--- src/rtl/core/clr_pkg.sv ---
package clr_pkg;

    // Field widths
    localparam int SAMPLE_W = 16;
    localparam int POS_W    = 28;
    localparam int STEP_W   = 19;
    localparam int LEN_W    = 14;
    localparam int FRAC_W   = 16;
    localparam int IPART_W  = POS_W - FRAC_W;
    localparam int SEEN_W   = 12;

    // Datapath widths
    localparam int X_W     = FRAC_W + 2;   // signed fraction, -1.0 .. <1.0
    localparam int OPND_W  = 20;           // multiplier operand, signed
    localparam int PROD_W  = X_W + OPND_W;
    localparam int CHUNK_W = 19;           // split of the wide terms
    localparam int INNER_W = 2 * CHUNK_W;
    localparam int T_W     = 3 * CHUNK_W;
    localparam int R_W     = 40;

    localparam logic [SEEN_W-1:0]  SEEN_MAX = {SEEN_W{1'b1}};
    localparam logic [POS_W-1:0]   POS_MAX  = {POS_W{1'b1}};
    localparam logic [2:0]         OUT_CAP  = 3'd4;

    // Input word
    typedef struct packed {
        logic                line_start;
        logic [SAMPLE_W-1:0] sample;
        logic [POS_W-1:0]    start_pos;
        logic [STEP_W-1:0]   step;
        logic [LEN_W-1:0]    out_len;
    } clr_in_t;

    // Result word
    typedef struct packed {
        logic [SAMPLE_W-1:0] value;
        logic                last;
    } clr_out_t;

    typedef enum logic [3:0] {
        ST_IDLE,
        ST_CHECK,
        ST_MUL_C,
        ST_MUL_IL,
        ST_MUL_IH,
        ST_MUL_T0,
        ST_MUL_T1,
        ST_MUL_T2,
        ST_EMIT
    } clr_state_t;

    typedef enum logic [3:0] {
        OP_NONE,
        OP_LOAD,
        OP_SETUP,
        OP_MUL_C,
        OP_MUL_IL,
        OP_MUL_IH,
        OP_MUL_T0,
        OP_MUL_T1,
        OP_MUL_T2,
        OP_EMIT
    } clr_op_t;

    typedef struct packed {
        clr_op_t op;
    } clr_cmd_t;

    typedef struct packed {
        logic pending;    // another output is due on the current window
        logic out_room;   // result register can take a word this cycle
    } clr_status_t;

endpackage

--- src/rtl/core/cubic_line_resampler.sv ---
// Channel | Direction | Handshake                 | Word
// feed    | in        | feed_valid / feed_stall   | feed_word (clr_in_t)
// result  | out       | result_valid/result_stall | result_word (clr_out_t)
//
// A line-start word is loaded from idle. A sample word releases n outputs (0..4), each
// in a check, six multiply steps and an emit: one multiplier is shared over six steps.
// Reset clears the window, counters and the result register valid.
// A stalled result holds only its own register; the next output is computed
// meanwhile and waits in its emit step until the register frees up.
module cubic_line_resampler
    import clr_pkg::*;
(
    input  logic     clk,
    input  logic     rst_n,
    input  logic     feed_valid,
    output logic     feed_stall,
    input  clr_in_t  feed_word,
    output logic     result_valid,
    input  logic     result_stall,
    output clr_out_t result_word
);

    clr_cmd_t    cmd;
    clr_status_t status;

    clr_ctrl u_ctrl (
        .clk             (clk),
        .rst_n           (rst_n),
        .feed_valid      (feed_valid),
        .feed_line_start (feed_word.line_start),
        .feed_stall      (feed_stall),
        .status          (status),
        .cmd             (cmd)
    );

    clr_datapath u_datapath (
        .clk          (clk),
        .rst_n        (rst_n),
        .feed_word    (feed_word),
        .cmd          (cmd),
        .status       (status),
        .result_stall (result_stall),
        .result_valid (result_valid),
        .result_word  (result_word)
    );

    // Emit only into a free result register
    assert property (@(posedge clk) disable iff (!rst_n)
        cmd.op == OP_EMIT |-> status.out_room)
        else $error("emit while result register full");

    // Setup only when an output is due
    assert property (@(posedge clk) disable iff (!rst_n)
        cmd.op == OP_SETUP |-> status.pending)
        else $error("setup without pending output");

    // Multiply sequence starts right after setup
    assert property (@(posedge clk) disable iff (!rst_n)
        cmd.op == OP_MUL_C |-> $past(cmd.op) == OP_SETUP)
        else $error("multiply sequence out of order");

    // A new result word comes only from an emit step
    assert property (@(posedge clk) disable iff (!rst_n)
        $rose(result_valid) |-> $past(cmd.op) == OP_EMIT)
        else $error("result valid without emit");

endmodule

--- src/rtl/core/clr_ctrl.sv ---
module clr_ctrl
    import clr_pkg::*;
(
    input  logic        clk,
    input  logic        rst_n,
    input  logic        feed_valid,
    input  logic        feed_line_start,
    output logic        feed_stall,
    input  clr_status_t status,
    output clr_cmd_t    cmd
);

    clr_state_t state_reg;
    clr_state_t state_next;

    // State register
    always_ff @(posedge clk or negedge rst_n)
    begin
        if (!rst_n)
        begin
            state_reg <= ST_IDLE;
        end
        else
        begin
            state_reg <= state_next;
        end
    end

    // Next state
    always_comb
    begin
        state_next = state_reg;
        unique case (state_reg)
            ST_IDLE:
            begin
                if (feed_valid && !feed_line_start)
                begin
                    state_next = ST_CHECK;
                end
            end
            ST_CHECK:
            begin
                state_next = status.pending ? ST_MUL_C : ST_IDLE;
            end
            ST_MUL_C:  state_next = ST_MUL_IL;
            ST_MUL_IL: state_next = ST_MUL_IH;
            ST_MUL_IH: state_next = ST_MUL_T0;
            ST_MUL_T0: state_next = ST_MUL_T1;
            ST_MUL_T1: state_next = ST_MUL_T2;
            ST_MUL_T2: state_next = ST_EMIT;
            ST_EMIT:
            begin
                if (status.out_room)
                begin
                    state_next = ST_CHECK;
                end
            end
            default:   state_next = ST_IDLE;
        endcase
    end

    // Outputs
    always_comb
    begin
        feed_stall = 1'b1;
        cmd.op     = OP_NONE;
        unique case (state_reg)
            ST_IDLE:
            begin
                feed_stall = 1'b0;
                if (feed_valid)
                begin
                    cmd.op = OP_LOAD;
                end
            end
            ST_CHECK:
            begin
                if (status.pending)
                begin
                    cmd.op = OP_SETUP;
                end
            end
            ST_MUL_C:  cmd.op = OP_MUL_C;
            ST_MUL_IL: cmd.op = OP_MUL_IL;
            ST_MUL_IH: cmd.op = OP_MUL_IH;
            ST_MUL_T0: cmd.op = OP_MUL_T0;
            ST_MUL_T1: cmd.op = OP_MUL_T1;
            ST_MUL_T2: cmd.op = OP_MUL_T2;
            ST_EMIT:
            begin
                if (status.out_room)
                begin
                    cmd.op = OP_EMIT;
                end
            end
            default:   cmd.op = OP_NONE;
        endcase
    end

endmodule

--- src/rtl/core/clr_datapath.sv ---
module clr_datapath
    import clr_pkg::*;
(
    input  logic        clk,
    input  logic        rst_n,
    input  clr_in_t     feed_word,
    input  clr_cmd_t    cmd,
    output clr_status_t status,
    input  logic        result_stall,
    output logic        result_valid,
    output clr_out_t    result_word
);

    // Line state
    logic [SAMPLE_W-1:0] win_reg [4];
    logic [SEEN_W-1:0]   seen_reg;
    logic [POS_W-1:0]    pos_reg;
    logic [STEP_W-1:0]   step_reg;
    logic [LEN_W-1:0]    left_reg;
    logic [2:0]          count_reg;
    logic                out_valid_reg;

    // Per-output working registers
    logic signed [X_W-1:0]     x_reg;
    logic signed [16:0]        a_reg;
    logic signed [19:0]        b_reg;
    logic signed [18:0]        c_reg;
    logic signed [INNER_W-1:0] inner_reg;
    logic signed [T_W-1:0]     t_reg;
    logic signed [R_W-1:0]     r_reg;
    clr_out_t                  out_reg;

    logic [IPART_W-1:0]    ipart;
    logic [IPART_W-1:0]    index;
    logic signed [X_W-1:0] x_next;
    logic [POS_W:0]        pos_sum;
    logic [POS_W-1:0]      pos_adv;

    logic signed [16:0] a_next;
    logic signed [19:0] b_next;
    logic signed [18:0] c_next;

    logic signed [OPND_W-1:0] opnd;
    logic signed [PROD_W-1:0] prod;
    logic signed [INNER_W-1:0] b_sh;
    logic signed [T_W-1:0]     a_sh;
    logic signed [R_W-1:0]     prod_r;
    logic signed [R_W-1:0]     rnd;
    logic signed [R_W:0]       y_full;
    logic [SAMPLE_W-1:0]       y_clamp;

    // Window position: index is raised to 1 below 1.0, fraction goes negative
    assign ipart = pos_reg[POS_W-1:FRAC_W];
    assign index = (ipart == '0) ? IPART_W'(1) : ipart;
    assign x_next = (ipart == '0) ? {2'b11, pos_reg[FRAC_W-1:0]}
                                  : {2'b00, pos_reg[FRAC_W-1:0]};

    assign status.pending  = (left_reg != '0) && (count_reg < OUT_CAP)
                           && (({1'b0, index} + (IPART_W + 1)'(3)) <= {1'b0, seen_reg});
    assign status.out_room = !out_valid_reg || !result_stall;

    // Saturating position advance
    assign pos_sum = {1'b0, pos_reg} + {{(POS_W + 1 - STEP_W){1'b0}}, step_reg};
    assign pos_adv = pos_sum[POS_W] ? POS_MAX : pos_sum[POS_W-1:0];

    // Catmull-Rom coefficients from the window
    always_comb
    begin
        logic [19:0] p0e, p1e, p2e, p3e;
        p0e = {4'h0, win_reg[0]};
        p1e = {4'h0, win_reg[1]};
        p2e = {4'h0, win_reg[2]};
        p3e = {4'h0, win_reg[3]};
        a_next = {1'b0, win_reg[2]} - {1'b0, win_reg[0]};
        b_next = (p0e << 1) - (p1e << 2) - p1e + (p2e << 2) - p3e;
        c_next = 19'((p1e << 1) + p1e - (p2e << 1) - p2e + p3e - p0e);
    end

    // Shared multiplier operand select
    always_comb
    begin
        case (cmd.op)
            OP_MUL_C:  opnd = {c_reg[18], c_reg};
            OP_MUL_IL: opnd = {1'b0, inner_reg[CHUNK_W-1:0]};
            OP_MUL_IH: opnd = {inner_reg[INNER_W-1], inner_reg[INNER_W-1:CHUNK_W]};
            OP_MUL_T0: opnd = {1'b0, t_reg[CHUNK_W-1:0]};
            OP_MUL_T1: opnd = {1'b0, t_reg[2*CHUNK_W-1:CHUNK_W]};
            OP_MUL_T2: opnd = {t_reg[T_W-1], t_reg[T_W-1:2*CHUNK_W]};
            default:   opnd = '0;
        endcase
    end

    assign prod   = x_reg * opnd;
    assign b_sh   = {{2{b_reg[19]}}, b_reg, 16'h0000};
    assign a_sh   = {{8{a_reg[16]}}, a_reg, 32'h0000_0000};
    assign prod_r = {{(R_W - PROD_W){prod[PROD_W-1]}}, prod};

    // r holds floor(x*t / 2^38); round half up and add the center sample
    assign rnd    = (r_reg + R_W'(1024)) >>> 11;
    assign y_full = {{(R_W + 1 - SAMPLE_W){1'b0}}, win_reg[1]} + {rnd[R_W-1], rnd};

    always_comb
    begin
        if (y_full[R_W])
        begin
            y_clamp = '0;
        end
        else if (|y_full[R_W-1:SAMPLE_W])
        begin
            y_clamp = {SAMPLE_W{1'b1}};
        end
        else
        begin
            y_clamp = y_full[SAMPLE_W-1:0];
        end
    end

    // Line state and result valid
    always_ff @(posedge clk or negedge rst_n)
    begin
        if (!rst_n)
        begin
            for (int i = 0; i < 4; i++)
            begin
                win_reg[i] <= '0;
            end
            seen_reg      <= '0;
            pos_reg       <= '0;
            step_reg      <= '0;
            left_reg      <= '0;
            count_reg     <= '0;
            out_valid_reg <= 1'b0;
        end
        else
        begin
            out_valid_reg <= (cmd.op == OP_EMIT) || (out_valid_reg && result_stall);
            if (cmd.op == OP_LOAD)
            begin
                count_reg <= '0;
                if (feed_word.line_start)
                begin
                    pos_reg  <= feed_word.start_pos;
                    step_reg <= feed_word.step;
                    left_reg <= feed_word.out_len;
                    seen_reg <= '0;
                    for (int i = 0; i < 4; i++)
                    begin
                        win_reg[i] <= '0;
                    end
                end
                else
                begin
                    win_reg[0] <= win_reg[1];
                    win_reg[1] <= win_reg[2];
                    win_reg[2] <= win_reg[3];
                    win_reg[3] <= feed_word.sample;
                    if (seen_reg != SEEN_MAX)
                    begin
                        seen_reg <= seen_reg + SEEN_W'(1);
                    end
                end
            end
            else if (cmd.op == OP_EMIT)
            begin
                left_reg  <= left_reg - LEN_W'(1);
                pos_reg   <= pos_adv;
                count_reg <= count_reg + 3'd1;
            end
        end
    end

    // Interpolation working registers
    always_ff @(posedge clk)
    begin
        case (cmd.op)
            OP_SETUP:
            begin
                x_reg <= x_next;
                a_reg <= a_next;
                b_reg <= b_next;
                c_reg <= c_next;
            end
            OP_MUL_C:  inner_reg <= b_sh + prod;
            OP_MUL_IL: t_reg <= a_sh + {{(T_W - PROD_W){prod[PROD_W-1]}}, prod};
            OP_MUL_IH: t_reg <= t_reg + {prod, {CHUNK_W{1'b0}}};
            OP_MUL_T0: r_reg <= prod_r;
            OP_MUL_T1, OP_MUL_T2:
            begin
                r_reg <= (r_reg >>> CHUNK_W) + prod_r;
            end
            OP_EMIT:
            begin
                out_reg.value <= y_clamp;
                out_reg.last  <= (left_reg == LEN_W'(1));
            end
            default:
            begin
            end
        endcase
    end

    assign result_valid = out_valid_reg;
    assign result_word  = out_reg;

endmodule
--- config.mk ---
export PLATFORM = sky130hd
export DESIGN_NAME = cubic_line_resampler
export DESIGN_NICKNAME = d
export VERILOG_FILES = /design/src/rtl/core/clr_pkg.sv /design/src/rtl/core/cubic_line_resampler.sv /design/src/rtl/core/clr_ctrl.sv /design/src/rtl/core/clr_datapath.sv
export SDC_FILE = /design/constraint.sdc
export NUM_CORES = 2
export LEC_CHECK = 0
export BUFFER_PORTS_ARGS = -buffer_cell sky130_fd_sc_hd__buf_2
export CORE_ASPECT_RATIO = 1.5
export CORE_UTILIZATION = 66
export DETAILED_ROUTE_END_ITERATION = 10
export PLACE_DENSITY = 0.94
export RECOVER_POWER = 25
export SLEW_MARGIN = 30
export SYNTH_ARGS = -nofsm -noshare
export SYNTH_HDL_FRONTEND = slang
export SYNTH_HIERARCHICAL = 1
export SYNTH_SLANG_ARGS = --single-unit
--- constraint.sdc ---
create_clock -name clk -period 17.55 [get_ports clk]
set_input_delay 1.755 -clock clk [delete_from_list [all_inputs] [get_ports clk]]
set_output_delay 1.755 -clock clk [all_outputs]
set_load 0.02 [all_outputs]
==> results by group <==
Timing
  – Worst-Margin Slew: 4.51 ns
  – Final-report max-slew violation count: 188
  – Slew headroom: -201%
  – Final period demand of the worst path: 15.34 ns
  – Max Clk Rate: 0.0652 GHz
  – Final TNS setup: 0 ns
  – Clock Skew: 0.0136 ns
  – Fin. Hold Viols: 0
  – Hold WS: 0.481 ns
  – RSZ-0062 raised after global routing: no
  – Period utilization: 87.4%
  – Final WS setup: 2.21 ns
  – Final setup fails: 0

Synth
  – Synthesized instance count: 4420
  – Synth Area in Adders: 32.8%
  – Compound-gate portion of the synthesized area: 13.7%
  – Number of synthesized flops with an enable pin: 214
  – Yosys top cell area share: 22.6%
  – Yosys top cell by area: fa_1
  – Post-Synth Simple-Gate Area: 14.9%
  – Main synth FF type: edfxtp_1
  – Syn Area/Cell: 9.29 um2
  – Seq/Total Area, Yosys: 24.5%
  – Netlist Area Pre-Place: 41100 um2
  – Synth Area in XOR/XNOR: 5.33%
  – Post-synthesis mux area share: 0.847%
  – Synth area leaders: fa_1 (23%), edfxtp_1 (16%), ha_1 (10%)
  – Unique cell type count in the Yosys netlist: 95
  – Synth Warn #: 6
  – Largest family of logic cells by synthesized area: adder cells
  – Net Count, Synth: 5300
  – Ys async rst share: 40.4%
  – #FFs+latches synth: 359

Setup path
  – Crit path top cell by count: o21a_1
  – Critical-path top delay cell: nand2_1
  – CP Launch Type: flip-flop
  – Crit. End Element: flip-flop
  – Setup slack, reg-to-reg: 2.21 ns
  – Crit path DAT: 15.65 ns
  – Crit path max fanout: 24
  – Worst EP required: 17.86 ns
  – CP Class: reg2reg
  – Slowest stage delay, CP: 0.61 ns

Run
  – MaxCap Viol Count: 3

Detailed routing
  – Final WL: 121 mm
  – Detailed Routing Iterations Pass 1: 7
  – Vias per cell: 6.37
  – Wirelength per Cell: 23.0 um
  – DRC: 0
  – Total number of vias: 33596
  – DRT antenna net count: 0
  – 1st-iter DRT viols: 3451

Global routing
  – Number of global-route vias before repair: 34898
  – Gr ovfl total: 0
  – Gr usage total: 39.4%
  – First-pass GRT wire length: 188 mm
  – Initial antenna violation count: 4
  – Largest net degree at the start of global routing: 87

Clock network
  – Clock transition at path regs: 0.07 ns
  – Cts repair resizes: 0
  – H-Tree Depth: 2
  – Clk sinks: 359
  – CTS tree: yes
  – CTS max path bufs: 3
  – Post-CTS Setup Bufs: 0
  – Worst-Skew Late Latency: 0.56 ns
  – Hold_buf cts: 0
  – Clk Tree Root Cell: clkbuf_16
  – CTS Buf Count: 35

Min path
  – Min-Delay Path Class: reg2reg

Place
  – Port bufs: 100
  – Gpl congestion: 1.03
  – Final HPWL DP: 92.5 mm
  – Dpl ws: 2.63 ns

Final layout
  – Max FFs per register: 64
  – Share of layout cells above drive strength 1: 5.89%
  – Register Area: 10100 um2
  – FILL cells: 4167
  – Multi-input logic area: 27800 um2
  – Commonest cells after routing, fill and taps aside: inv_1 (719), fa_1 (463), nand2_1 (453)
  – Syn-to-layout area delta: 6.27%
  – Most common cell after layout, fill and taps aside: inv_1
  – NumNets Final: 5335

Floorplan
  – Die ar.: 63300 um2
  – DIE WIDTH: 206 um
  – Initial core utilization: 67.1%
  – Site row count: 111
  – Die height: 308 um
  – Core ar.: 61200 um2
  – # IOs: 101

Outcome
  – Failing checks: capacitance limit, slew limit
  – Status: finished, violations left
-- cell usage after synthesis (43+ instances only) --
cell type  count
nand2_1      454
xnor2_1      173
xor2_1        74
dfrtp_1      145
ha_1         335
nor2b_1       53
a21oi_1      212
and2_1       175
o31ai_1       58
edfxtp_1     214
o21ai_0      207
nor3_1        43
clkbuf_1     136
fa_1         463
nor2_1       231
nand3_1       85
inv_1        720
a21o_1        83
-- per-layer routing --
layer / wire length (um) / up-vias / part of all wire, % / track usage (%)
li1: - / 14762 / - / -
met1: 39700 / 16276 / 33 / 42.7
met2: 58500 / 1923 / 48 / 66.0
met3: 10500 / 629 / 8.7 / 7.85
met4: 12200 / 6 / 10 / 32.6
met5: 36 / - / 0.030 / 0
-- worst max-delay path, delay by kind of cell (launching register included) --
kind	cells	cell delay, ns
adder cells (fa/ha/maj)	10	4.47
XOR/XNOR	1	0.15
buffers and inverters	6	0.92
AO/OA/AOI/OAI	25	5.96
AND/OR/NAND/NOR	15	3.08
flip-flops	1	0.46
-- through the flow --
| step | utilization (%) | instance area (um2) | cells |
|---|---|---|---|
| final | 71.3 | 43700 | 5274 |
| after global routing | 71.3 | 43600 | 5273 |
| after CTS | 71.2 | 43600 | 5270 |
| after detailed placement | 69.2 | 42400 | 5207 |
| after global placement | 69.2 | 42400 | 5207 |
| after floorplan | - | 41100 | 4420 |
-- logic make-up after synthesis --
| group | count (synthesis) |
|---|---|
| and+or+nand+nor | 1238 |
| DFF | 359 |
| buffers and inverters | 874 |
| muxes | 33 |
| adders and majority gates | 798 |
| xor gates and xnor gates | 248 |
| AOI/OAI and AO/OA | 870 |
-- layout make-up --
cell class	instances	share of cell area, %
Sequential cell	359	23.0
Antenna cell	2	0.0115
Tap cell	791	2.27
Inverter	720	6.19
Multi-Input combinational cell	3187	63.7
Clock inverter	21	0.636
Clock buffer	42	2.19
Timing Repair Buffer	152	2.00
-- final timing paths --
check / from / endpoint / cells after the start
worst min-delay path: u_datapath/count_reg[1]$_DFFE_PN0P_ / u_datapath/count_reg[1]$_DFFE_PN0P_ / 2
worst max register to register: u_datapath/pos_reg[26]$_DFFE_PN0P_ / u_datapath/t_reg[55]$_DFFE_PP_ / 57
min in group asynchronous: rst_n / u_datapath/pos_reg[7]$_DFFE_PN0P_ / 1
max in group asynchronous: rst_n / u_datapath/win_reg[53]$_DFFE_PN0P_ / 2
worst min register to register: u_datapath/count_reg[1]$_DFFE_PN0P_ / u_datapath/count_reg[1]$_DFFE_PN0P_ / 2
worst max-delay path: u_datapath/pos_reg[26]$_DFFE_PN0P_ / u_datapath/t_reg[55]$_DFFE_PP_ / 57
Power is not shown: default switching activity piles up to over one toggle a cycle in this logic, so the estimate is an artifact.
